==> config.mk <==
export PLATFORM = sky130hd
export DESIGN_NAME = hsv_to_rgb_pixel_convert
export DESIGN_NICKNAME = d
export VERILOG_FILES = /design/src/hsvc_pkg.sv /design/src/hsvc_round_div.sv /design/src/hsv_to_rgb_pixel_convert.sv
export SDC_FILE = /design/constraint.sdc
export NUM_CORES = 2
export LEC_CHECK = 0
export BUFFER_PORTS_ARGS = -buffer_cell sky130_fd_sc_hd__buf_4
export CELL_PAD_IN_SITES_DETAIL_PLACEMENT = 2
export CELL_PAD_IN_SITES_GLOBAL_PLACEMENT = 2
export CORE_ASPECT_RATIO = 1.2
export CORE_MARGIN = 5
export CORE_UTILIZATION = 40
export CTS_BUF_LIST = sky130_fd_sc_hd__clkbuf_8
export DETAILED_ROUTE_END_ITERATION = 12
export HOLD_SLACK_MARGIN = 0.02
export PLACE_DENSITY = 0.9
export SKIP_LAST_GASP = 1
export SLEW_MARGIN = 20
export SYNTH_ARGS = -nofsm -noshare
export SYNTH_HDL_FRONTEND = slang
export SYNTH_SLANG_ARGS = --single-unit
==> constraint.sdc <==
create_clock -name clk -period 7.13 [get_ports clk]
set_input_delay 0.3565 -clock clk [delete_from_list [all_inputs] [get_ports clk]]
set_output_delay 0.3565 -clock clk [all_outputs]
set_load 0.01 [all_outputs]
==> src/hsvc_pkg.sv <==
package hsvc_pkg;

  localparam int unsigned CH_W = 16;
  localparam logic [CH_W-1:0] ONE_Q15 = 16'd32768;

  // hue in 1/64 degree: one 60-degree sector is 3840 units, full circle 23040
  localparam int unsigned HUE_W = 15;
  localparam int unsigned REM_W = 12;
  localparam logic [HUE_W-1:0] HUE_SECTOR = 15'd3840;
  localparam logic [HUE_W-1:0] HUE_FULL = 15'd23040;

  // D = 32768 * 3840 = 15 * 2^23
  localparam int unsigned PROD_W = 27;
  localparam int unsigned NUM_W = 42;
  localparam int unsigned DEN_SHIFT = 23;
  localparam int unsigned QUO_W = NUM_W - DEN_SHIFT;
  localparam logic [PROD_W-1:0] FRAC_DENOM = 27'd125829120;
  localparam logic [NUM_W-1:0] DENOM_HALF = 42'd62914560;

  // floor(2^23 / 15); the estimate is low by at most one
  localparam int unsigned RCP_W = 20;
  localparam logic [RCP_W-1:0] RECIP15 = 20'd559240;
  localparam logic [QUO_W:0] DIV15 = 20'd15;

  typedef enum logic [2:0] {
    SEC_R_TO_Y = 3'd0,
    SEC_Y_TO_G = 3'd1,
    SEC_G_TO_C = 3'd2,
    SEC_C_TO_B = 3'd3,
    SEC_B_TO_M = 3'd4,
    SEC_M_TO_R = 3'd5
  } sector_t;

  typedef struct packed {
    logic y_en;
    logic q_en;
  } div_adv_t;

endpackage

==> src/hsvc_round_div.sv <==
// floor((num + D/2) / D) with D = 15 * 2^23, over two register stages
module hsvc_round_div import hsvc_pkg::*; (
  input  logic             clk,
  input  div_adv_t         adv,
  input  logic [NUM_W-1:0] num,
  output logic [CH_W-1:0]  quo
);

  logic [NUM_W-1:0]       sum;
  logic [QUO_W-1:0]       y_nxt;
  logic [QUO_W-1:0]       y_r;
  logic [QUO_W-1:0]       y2_r;
  logic [QUO_W+RCP_W-1:0] prod;
  logic [CH_W-1:0]        q0_nxt;
  logic [CH_W-1:0]        q0_r;
  logic [QUO_W:0]         mul15;
  logic [QUO_W:0]         rem;

  assign sum   = num + DENOM_HALF;
  assign y_nxt = sum[NUM_W-1:DEN_SHIFT];

  assign prod   = {{RCP_W{1'b0}}, y_r} * {{QUO_W{1'b0}}, RECIP15};
  assign q0_nxt = prod[DEN_SHIFT +: CH_W];

  always_ff @(posedge clk) begin
    if (adv.y_en) begin
      y_r <= y_nxt;
    end
    if (adv.q_en) begin
      q0_r <= q0_nxt;
      y2_r <= y_r;
    end
  end

  // remainder against 15 * q0 is 0..29, one correction step
  assign mul15 = {q0_r, 4'b0000} - {{(QUO_W+1-CH_W){1'b0}}, q0_r};
  assign rem   = {1'b0, y2_r} - mul15;
  assign quo   = (rem >= DIV15) ? q0_r + 16'd1 : q0_r;

endmodule

==> src/hsv_to_rgb_pixel_convert.sv <==
// Channel  Direction  Handshake               Payload
// in_      input      in_valid / in_stall     hue (s16), saturation, brightness, alpha_in
// out_     output     out_valid / out_stall   red, green, blue, alpha_out
//
// One pixel per clock sustained while out_stall is low; each pixel passes through the multiplier
// chain in order: sector split, s*f products, subtract, v*(D-s*f),
// round and shift, reciprocal multiply by 1/15, remainder correction and channel mux.
// Synchronous reset clears only the stage valid bits.
// A stall holds each occupied stage; empty stages keep filling, so in_stall rises
// only when all seven stages hold a pixel and out_stall is high.
module hsv_to_rgb_pixel_convert import hsvc_pkg::*; (
  input  logic                   clk,
  input  logic                   rst_n,
  input  logic                   in_valid,
  output logic                   in_stall,
  input  logic signed [CH_W-1:0] in_hue,
  input  logic [CH_W-1:0]        in_saturation,
  input  logic [CH_W-1:0]        in_brightness,
  input  logic [CH_W-1:0]        in_alpha_in,
  output logic                   out_valid,
  input  logic                   out_stall,
  output logic [CH_W-1:0]        out_red,
  output logic [CH_W-1:0]        out_green,
  output logic [CH_W-1:0]        out_blue,
  output logic [CH_W-1:0]        out_alpha_out
);

  localparam int unsigned NSTG = 7;

  typedef struct packed {
    logic            neg;
    sector_t         sec;
    logic [CH_W-1:0] v;
    logic [CH_W-1:0] a;
  } side_t;

  function automatic logic [CH_W-1:0] sat_one(input logic [CH_W-1:0] x);
    return (x > ONE_Q15) ? ONE_Q15 : x;
  endfunction

  logic [NSTG-1:0] vld_r;
  logic [NSTG-1:0] vld_nxt;
  logic [NSTG:0]   rdy;

  always_comb begin
    rdy[NSTG] = !out_stall;
    for (int k = NSTG - 1; k >= 0; k--) begin
      rdy[k] = !vld_r[k] || rdy[k+1];
    end
  end

  assign vld_nxt = {vld_r[NSTG-2:0], in_valid};

  always_ff @(posedge clk) begin
    if (!rst_n) begin
      vld_r <= '0;
    end else begin
      vld_r <= (vld_nxt & rdy[NSTG-1:0]) | (vld_r & ~rdy[NSTG-1:0]);
    end
  end

  assign in_stall  = !rdy[0];
  assign out_valid = vld_r[NSTG-1];

  // stage 0: wrap, sector split, input saturation
  logic [HUE_W-1:0] hue_w;
  logic [HUE_W-1:0] hue_base;
  logic [HUE_W-1:0] hue_diff;
  sector_t          sec_nxt;
  side_t            side0_nxt;
  side_t            side0_r;
  logic [CH_W-1:0]  s0_r;
  logic [REM_W-1:0] rem0_r;

  assign hue_w = (in_hue[HUE_W-1:0] >= HUE_FULL) ? '0 : in_hue[HUE_W-1:0];

  always_comb begin
    if (hue_w >= HUE_SECTOR * 15'd5) begin
      sec_nxt  = SEC_M_TO_R;
      hue_base = HUE_SECTOR * 15'd5;
    end else if (hue_w >= HUE_SECTOR * 15'd4) begin
      sec_nxt  = SEC_B_TO_M;
      hue_base = HUE_SECTOR * 15'd4;
    end else if (hue_w >= HUE_SECTOR * 15'd3) begin
      sec_nxt  = SEC_C_TO_B;
      hue_base = HUE_SECTOR * 15'd3;
    end else if (hue_w >= HUE_SECTOR * 15'd2) begin
      sec_nxt  = SEC_G_TO_C;
      hue_base = HUE_SECTOR * 15'd2;
    end else if (hue_w >= HUE_SECTOR) begin
      sec_nxt  = SEC_Y_TO_G;
      hue_base = HUE_SECTOR;
    end else begin
      sec_nxt  = SEC_R_TO_Y;
      hue_base = '0;
    end
  end

  assign hue_diff = hue_w - hue_base;

  always_comb begin
    side0_nxt.neg = in_hue[CH_W-1];
    side0_nxt.sec = sec_nxt;
    side0_nxt.v   = sat_one(in_brightness);
    side0_nxt.a   = sat_one(in_alpha_in);
  end

  always_ff @(posedge clk) begin
    if (rdy[0]) begin
      side0_r <= side0_nxt;
      s0_r    <= sat_one(in_saturation);
      rem0_r  <= hue_diff[REM_W-1:0];
    end
  end

  // stage 1: s*r, s*(3840-r), v*(1-s)
  logic [REM_W-1:0]       trem;
  logic [CH_W-1:0]        one_m_s;
  logic [CH_W+REM_W-1:0]  sr_full;
  logic [CH_W+REM_W-1:0]  st_full;
  logic [2*CH_W-1:0]      pp_nxt;
  side_t                  side1_r;
  logic [PROD_W-1:0]      sr1_r;
  logic [PROD_W-1:0]      st1_r;
  logic [2*CH_W-1:0]      pp1_r;

  assign trem    = HUE_SECTOR[REM_W-1:0] - rem0_r;
  assign one_m_s = ONE_Q15 - s0_r;
  assign sr_full = {{REM_W{1'b0}}, s0_r} * {{CH_W{1'b0}}, rem0_r};
  assign st_full = {{REM_W{1'b0}}, s0_r} * {{CH_W{1'b0}}, trem};
  assign pp_nxt  = {{CH_W{1'b0}}, side0_r.v} * {{CH_W{1'b0}}, one_m_s};

  always_ff @(posedge clk) begin
    if (rdy[1]) begin
      side1_r <= side0_r;
      sr1_r   <= sr_full[PROD_W-1:0];
      st1_r   <= st_full[PROD_W-1:0];
      pp1_r   <= pp_nxt;
    end
  end

  // stage 2: D - s*r, D - s*(3840-r), rounded P
  logic [2*CH_W-1:0] pp_rnd;
  side_t             side2_r;
  logic [PROD_W-1:0] dq2_r;
  logic [PROD_W-1:0] dt2_r;
  logic [CH_W-1:0]   p2_r;

  assign pp_rnd = pp1_r + 32'd16384;

  always_ff @(posedge clk) begin
    if (rdy[2]) begin
      side2_r <= side1_r;
      dq2_r   <= FRAC_DENOM - sr1_r;
      dt2_r   <= FRAC_DENOM - st1_r;
      p2_r    <= pp_rnd[2*CH_W-2:CH_W-1];
    end
  end

  // stage 3: v * (D - ...)
  side_t            side3_r;
  logic [CH_W-1:0]  p3_r;
  logic [NUM_W-1:0] nq3_r;
  logic [NUM_W-1:0] nt3_r;

  always_ff @(posedge clk) begin
    if (rdy[3]) begin
      side3_r <= side2_r;
      p3_r    <= p2_r;
      nq3_r   <= {{(NUM_W-CH_W){1'b0}}, side2_r.v} * {{(NUM_W-PROD_W){1'b0}}, dq2_r};
      nt3_r   <= {{(NUM_W-CH_W){1'b0}}, side2_r.v} * {{(NUM_W-PROD_W){1'b0}}, dt2_r};
    end
  end

  // stages 4 and 5: rounded divide by D inside the divider units
  div_adv_t        div_adv;
  logic [CH_W-1:0] q_q;
  logic [CH_W-1:0] q_t;
  side_t           side4_r;
  side_t           side5_r;
  logic [CH_W-1:0] p4_r;
  logic [CH_W-1:0] p5_r;

  assign div_adv.y_en = rdy[4];
  assign div_adv.q_en = rdy[5];

  hsvc_round_div u_div_q (
    .clk (clk),
    .adv (div_adv),
    .num (nq3_r),
    .quo (q_q)
  );

  hsvc_round_div u_div_t (
    .clk (clk),
    .adv (div_adv),
    .num (nt3_r),
    .quo (q_t)
  );

  always_ff @(posedge clk) begin
    if (rdy[4]) begin
      side4_r <= side3_r;
      p4_r    <= p3_r;
    end
    if (rdy[5]) begin
      side5_r <= side4_r;
      p5_r    <= p4_r;
    end
  end

  // stage 6: channel order by sector
  logic [CH_W-1:0] red_sel;
  logic [CH_W-1:0] green_sel;
  logic [CH_W-1:0] blue_sel;

  always_comb begin
    case (side5_r.sec)
      SEC_R_TO_Y: begin
        red_sel = side5_r.v; green_sel = q_t;       blue_sel = p5_r;
      end
      SEC_Y_TO_G: begin
        red_sel = q_q;       green_sel = side5_r.v; blue_sel = p5_r;
      end
      SEC_G_TO_C: begin
        red_sel = p5_r;      green_sel = side5_r.v; blue_sel = q_t;
      end
      SEC_C_TO_B: begin
        red_sel = p5_r;      green_sel = q_q;       blue_sel = side5_r.v;
      end
      SEC_B_TO_M: begin
        red_sel = q_t;       green_sel = p5_r;      blue_sel = side5_r.v;
      end
      default: begin
        red_sel = side5_r.v; green_sel = p5_r;      blue_sel = q_q;
      end
    endcase
  end

  always_ff @(posedge clk) begin
    if (rdy[6]) begin
      out_red       <= side5_r.neg ? '0 : red_sel;
      out_green     <= side5_r.neg ? '0 : green_sel;
      out_blue      <= side5_r.neg ? '0 : blue_sel;
      out_alpha_out <= side5_r.a;
    end
  end

  a_rst_clears: assert property (@(posedge clk)
    !rst_n |=> vld_r == '0)
    else $error("pipeline valid bits not cleared by reset");

  a_div_bound: assert property (@(posedge clk) disable iff (!rst_n)
    vld_r[5] |-> (q_q <= side5_r.v) && (q_t <= side5_r.v))
    else $error("Q or T above brightness");

  a_p_lowest: assert property (@(posedge clk) disable iff (!rst_n)
    vld_r[5] |-> (p5_r <= q_q) && (p5_r <= q_t))
    else $error("P above Q or T");

  a_out_range: assert property (@(posedge clk) disable iff (!rst_n)
    out_valid |-> (out_red <= ONE_Q15) && (out_green <= ONE_Q15) && (out_blue <= ONE_Q15))
    else $error("output channel above 1.0");

endmodule

==> results by group, run 1 <==
Synthesis
  – FF+latch count, synth: 650
  – Compound-Gate Fraction of Synth Area: 0.0509
  – Synth area leader: fa_1
  – Simple-gate share of the synthesized area: 0.139
  – Cell variety after synth: slightly below 90
  – Adder-cell share of the synthesized area: 0.431
  – Asr flop ratio synth: 0
  – Syn avg cell area: a little over 10 um^2
  – EDFF count, synth: roughly 640
  – Main flop type after synthesis: edfxtp_1
  – XOR/XNOR Fraction of Synth Area: 0.0338
  – Mapped Nets: 9,638
  – Seq/Total Area, Yosys: 0.251
  – Post-synthesis cell count: between 7,000 and 8,000
  – Post-synthesis mux area share: 0.00269
  – YS warnings: 0
  – Synthesized cell area: 77,500 um^2
  – Top-area cell type share of the netlist area: 0.317
  – Synth top area cells: fa_1, edfxtp_1, ha_1
  – Main combinational cell family by area after synthesis: adder cells

Outcome
  – Log Error: [ERROR GRT-0232] Routing congestion too high. Check the congestion heatmap in the GUI.
  – Failing step: global routing
  – Outcome: aborted with a tool error

Global routing
  – Total GRT Usage: 0.704
  – Global route total overflow: 221
  – Largest net degree at the start of global routing: 70

Placement
  – Pre-CTS setup slack: -0.821 ns
  – IO Port Bufs: 133
  – Final RePlAce weighted congestion: 0.870
  – DP Wirelength: ~260,000 um

Clock network
  – Sink Count: 650
  – Num CTS Buffers: between 100 and 150
  – Worst-case clock buffer depth: 3
  – Clk root buf: clkbuf_8
  – Htree depth: 3

Die
  – # IOs: 134
  – Starting Density: 0.401
  – Die width: 412 um
  – Core Rows: around 180
  – Die H: 492 um
[cells by family after synthesis]
kind of cell,count (synthesis)
AO/OA/AOI/OAI,593
flip-flops,650
multiplexers,20
XOR/XNOR,299
buffers and inverters,1892
adder cells (fa/ha/maj),1934
AND/OR/NAND/NOR,2248
[what timing repair did]
action                                 4_1_cts
gates cloned                                 4
hold buffers                                70
endpoints found under the hold margin       70
resized for setup                          336
buffers inserted                            99
setup endpoints to repair                   55
pin swaps                                  155
[layer usage]
metal,GRT usage,GRT overflow
met1,0.671,8
met2,0.837,113
met3,0.614,20
met4,0.699,78
met5,0.444,2
[Yosys cell counts, types with 30 or more instances]
master    instances
nand4_1          32
o21ai_0          99
inv_1          1586
and3_1           42
a211oi_1         30
nor3_1           73
xnor2_1         208
clkbuf_1        292
a21o_1           58
xor2_1           91
nand2_1        1086
o21a_1           46
a21oi_1         151
fa_1           1227
edfxtp_1        643
ha_1            707
nor2_1          197
nor2b_1          96
and2_1          538
nand3_1          63
[through the flow]
step	std cells	setup TNS, ns	instance area, um^2	hold slack, ns
4_1_cts	10700	-6.00	88700	0.0218
2_1_floorplan	7636	0	77700	0.400
3_5_place_dp	10400	-19.62	83500	0.406
3_3_place_gp	10400	-0.497	83400	0.401
==> run 2, diff against run 1 <==
- CELL_PAD_IN_SITES_DETAIL_PLACEMENT: 2 -> default
- CELL_PAD_IN_SITES_GLOBAL_PLACEMENT: 2 -> default
- CORE_ASPECT_RATIO: 1.2 -> default
- CORE_UTILIZATION: 40 -> 29
- CTS_BUF_LIST: sky130_fd_sc_hd__clkbuf_8 -> default
- HOLD_SLACK_MARGIN: 0.02 -> default
- PLACE_DENSITY: 0.9 -> default
- PLACE_DENSITY_LB_ADDON: default -> 0.15
- clock period: 7.13 -> 9.27 ns (I/O delays scaled with it)
==> run 2 against run 1 <==
Synthesized area did not move. The flow now finishes without violations. Synthesized cell count did not move.
==> results by group, run 2 <==
STA
  – WHS: around 0.074 ns
  – Final hold viol count: 0
  – Relative slew margins: 0.282
  – Unrepaired setup endpoints after global routing: no
  – Maximum clock rate: 123 MHz
  – Worst slew pin tran: 1.08 ns
  – Final period util: 0.877
  – Worst clock skew: 0.0363 ns
  – Final setup fails: 0
  – Final Worst Setup Slack: 1.14 ns
  – Setup TNS: 0 ns
  – Tmin final: about 8.1 ns
  – Slew Limit Fails: 0

Outcome
  – Outcome: complete, no violations

Detailed routing
  – Vias per Instance: around 4.5
  – DR vias: 51,300
  – Post-Route WL: 209,000 um
  – DRC viols: 0
  – Wire length per cell: 18.5 um
  – First-pass iteration count of the detailed router: 6
  – Antenna-violating nets left: 0
  – Starting DRT DRC Count: 2,866

Global routing
  – Global route total overflow: 0
  – First-pass GRT wire length: 332,000 um
  – Initial antenna violation count: 11
  – Vias in the first global route: roughly 56,000
  – Total GRT Usage: 0.153
  – Largest net degree at the start of global routing: 70

Setup path
  – Startpoint Class: flop
  – WS Path Type: reg2reg
  – CP startpoint: s0_r[5]
  – Critical R2R Capture: pp1_r[30]
  – R2R Setup Slk: 1.14 ns
  – CP Data Required Time: 9.73 ns
  – Worst reg-to-reg path cell count: 26
  – CP endpoint: pp1_r[30]
  – Crit path capture type: flop
  – Crit-path max FO: 16
  – Worst path arrival time: 8.58 ns
  – Worst R2R Start: s0_r[5]

Synthesis
  – Main flop type after synthesis: edfxtp_1
  – Mapped Nets: 9,638 (unchanged)
  – FF+latch count, synth: 650 (unchanged)
  – Asr flop ratio synth: 0 (unchanged)
  – Synthesized cell area: 77,500 um^2 (unchanged)
  – Post-synthesis cell count: 7,636 (unchanged)
  – EDFF count, synth: 643 (unchanged)
  – Most frequent cell after synthesis: inv_1
  – Synth cell count leaders: inv_1, fa_1, nand2_1
  – Synth area leader: fa_1
  – Syn avg cell area: 10.2 um^2 (unchanged)
  – YS warnings: 0 (unchanged)
  – Seq/Total Area, Yosys: 0.251 (unchanged)
  – Cell variety after synth: 87 (unchanged)
  – Top-area cell type share of the netlist area: 0.317 (unchanged)
  – Synth top area cells: fa_1, edfxtp_1, ha_1

Die
  – Die ar.: 278,000 um^2
  – Starting Density: 0.292 (-0.109)
  – # IOs: 134 (unchanged)
  – Core Rows: 189 (+6.8%)
  – Die H: 527 um (+7.1%)
  – Die width: 527 um (+28%)
  – Area of the core: between 200,000 and 300,000 um^2

Placement
  – Placed Cells incl. Taps: 11,100 (+7.4%)
  – Pre-CTS setup slack: 1.06 ns (+1.88 ns)
  – DP Wirelength: 164,000 um (-38%)
  – IO Port Bufs: 133 (unchanged)
  – Final RePlAce weighted congestion: 0.814 (-6.5%)

Clock network
  – Sink Count: 650 (unchanged)
  – Worst-case clock buffer depth: 3 (unchanged)
  – Clk_lat worst skew: 0.70 ns
  – CTS tree: yes
  – Htree depth: 3 (unchanged)
  – Clk root buf: clkbuf_16
  – Clk slew on worst S/H paths: around 0.060 ns
  – Num CTS Buffers: 79 (-32%)
  – Setup Buffers After CTS: 0 (-100%)
  – Resize count post-CTS: 0 (-100%)

Layout
  – Reg area: 19,400 um^2
  – Area growth syn-to-layout: 10.5%
  – Share of layout cells above drive strength 1: 0.0560
  – Final std cells w/o fill: between 10,000 and 15,000
  – Final-layout fill cell count: 27,300
  – Most frequent cells in the layout: inv_1, fa_1, nand2_1
  – Commonest non-fill, non-tap cell in the layout: inv_1
  – Final net count: 9,694
  – Multi-input logic area: 51,100 um^2

Flow run
  – Total of max-cap violations: 0

Hold path
  – Class of the worst hold path: in2reg
-- run 2: cell counts after synthesis --
No cell type changed its count.
-- run 2: metal layers --
layer | track usage | wire [um]
met1 | 0.208 | 95300
met5 | 0 | 0
met3 | 0.0231 | 9480
met2 | 0.254 | 98200
met4 | 0.0415 | 6010
-- run 2: what timing repair did --
item	CTS	global route
hold buffers	17	0
endpoints found under the setup margin	0	0
hold endpoints to repair	20	0
-- run 2: metrics by stage --
| step | area (um^2) | util |
|---|---|---|
| 2_1_floorplan | 77500 | - |
| 3_3_place_gp | 82900 | 0.312 |
| 3_5_place_dp | 82900 | 0.312 |
| 4_1_cts | 85700 | 0.323 |
| 5_1_grt | 85700 | 0.323 |
| 6_report | 85700 | 0.323 |
-- run 2: cell families (layout without fill, tap and decap cells) --
logic type	Yosys count	in the layout	synth area share
XOR/XNOR	299	299	0.0338
multiplexers	20	20	0.00269
AO/OA/AOI/OAI	593	593	0.0509
AND/OR/NAND/NOR	2248	2248	0.139
other	0	3	0
adder cells (fa/ha/maj)	1934	1934	0.431
buffers and inverters	1892	2011	0.0917
flip-flops	650	650	0.251
-- run 2: worst min path at each step --
stage | endpoint | slack (ns) | startpoint | cells after the start
2_1_floorplan | out_alpha_out[0] | 0.40 | side5_r[0] | 0
3_3_place_gp | side5_r[18] | 0.40 | side4_r[18] | 0
3_5_place_dp | out_alpha_out[11] | 0.40 | side5_r[11] | 0
4_1_cts | rem0_r[2] | 0.0001 | in_hue[2] | 2
5_1_grt | rem0_r[2] | 0.03 | in_hue[2] | 2
6_report | rem0_r[2] | 0.07 | in_hue[2] | 2
-- run 2: final cells by class --
cell class                 instances  share of cell area
tap                             3533              0.0516
antenna                            3           0.0000876
multi-input combinational       5094               0.596
timing repair buffer             281              0.0255
clock inverter                    57             0.00721
sequential                       650               0.227
clock buffer                      87              0.0234
inverter                        1586              0.0695
-- run 2: critical path: stages, from the launching register on --
cell and delay, ns:
edfxtp_1 0.38, or4_1 0.63, nor4_1 0.35, nand2b_1 0.16
nor4_1 0.30, xor2_1 0.26, buf_4 0.26, nand2_1 0.09
fa_1 0.50, fa_1 0.55, inv_1 0.06, fa_1 0.52
fa_1 0.53, fa_1 0.54, inv_1 0.05, fa_1 0.52
inv_1 0.04, ha_1 0.34, nand3_1 0.09, o21ai_1 0.28
o31ai_1 0.11, buf_4 0.16, o31a_1 0.34, o311ai_1 0.40
a21o_1 0.21, a21oi_1 0.08, xnor2_1 0.12
Power of run 2 is not shown: default switching activity piles up to over one toggle a cycle in this logic, so the estimate is an artifact.
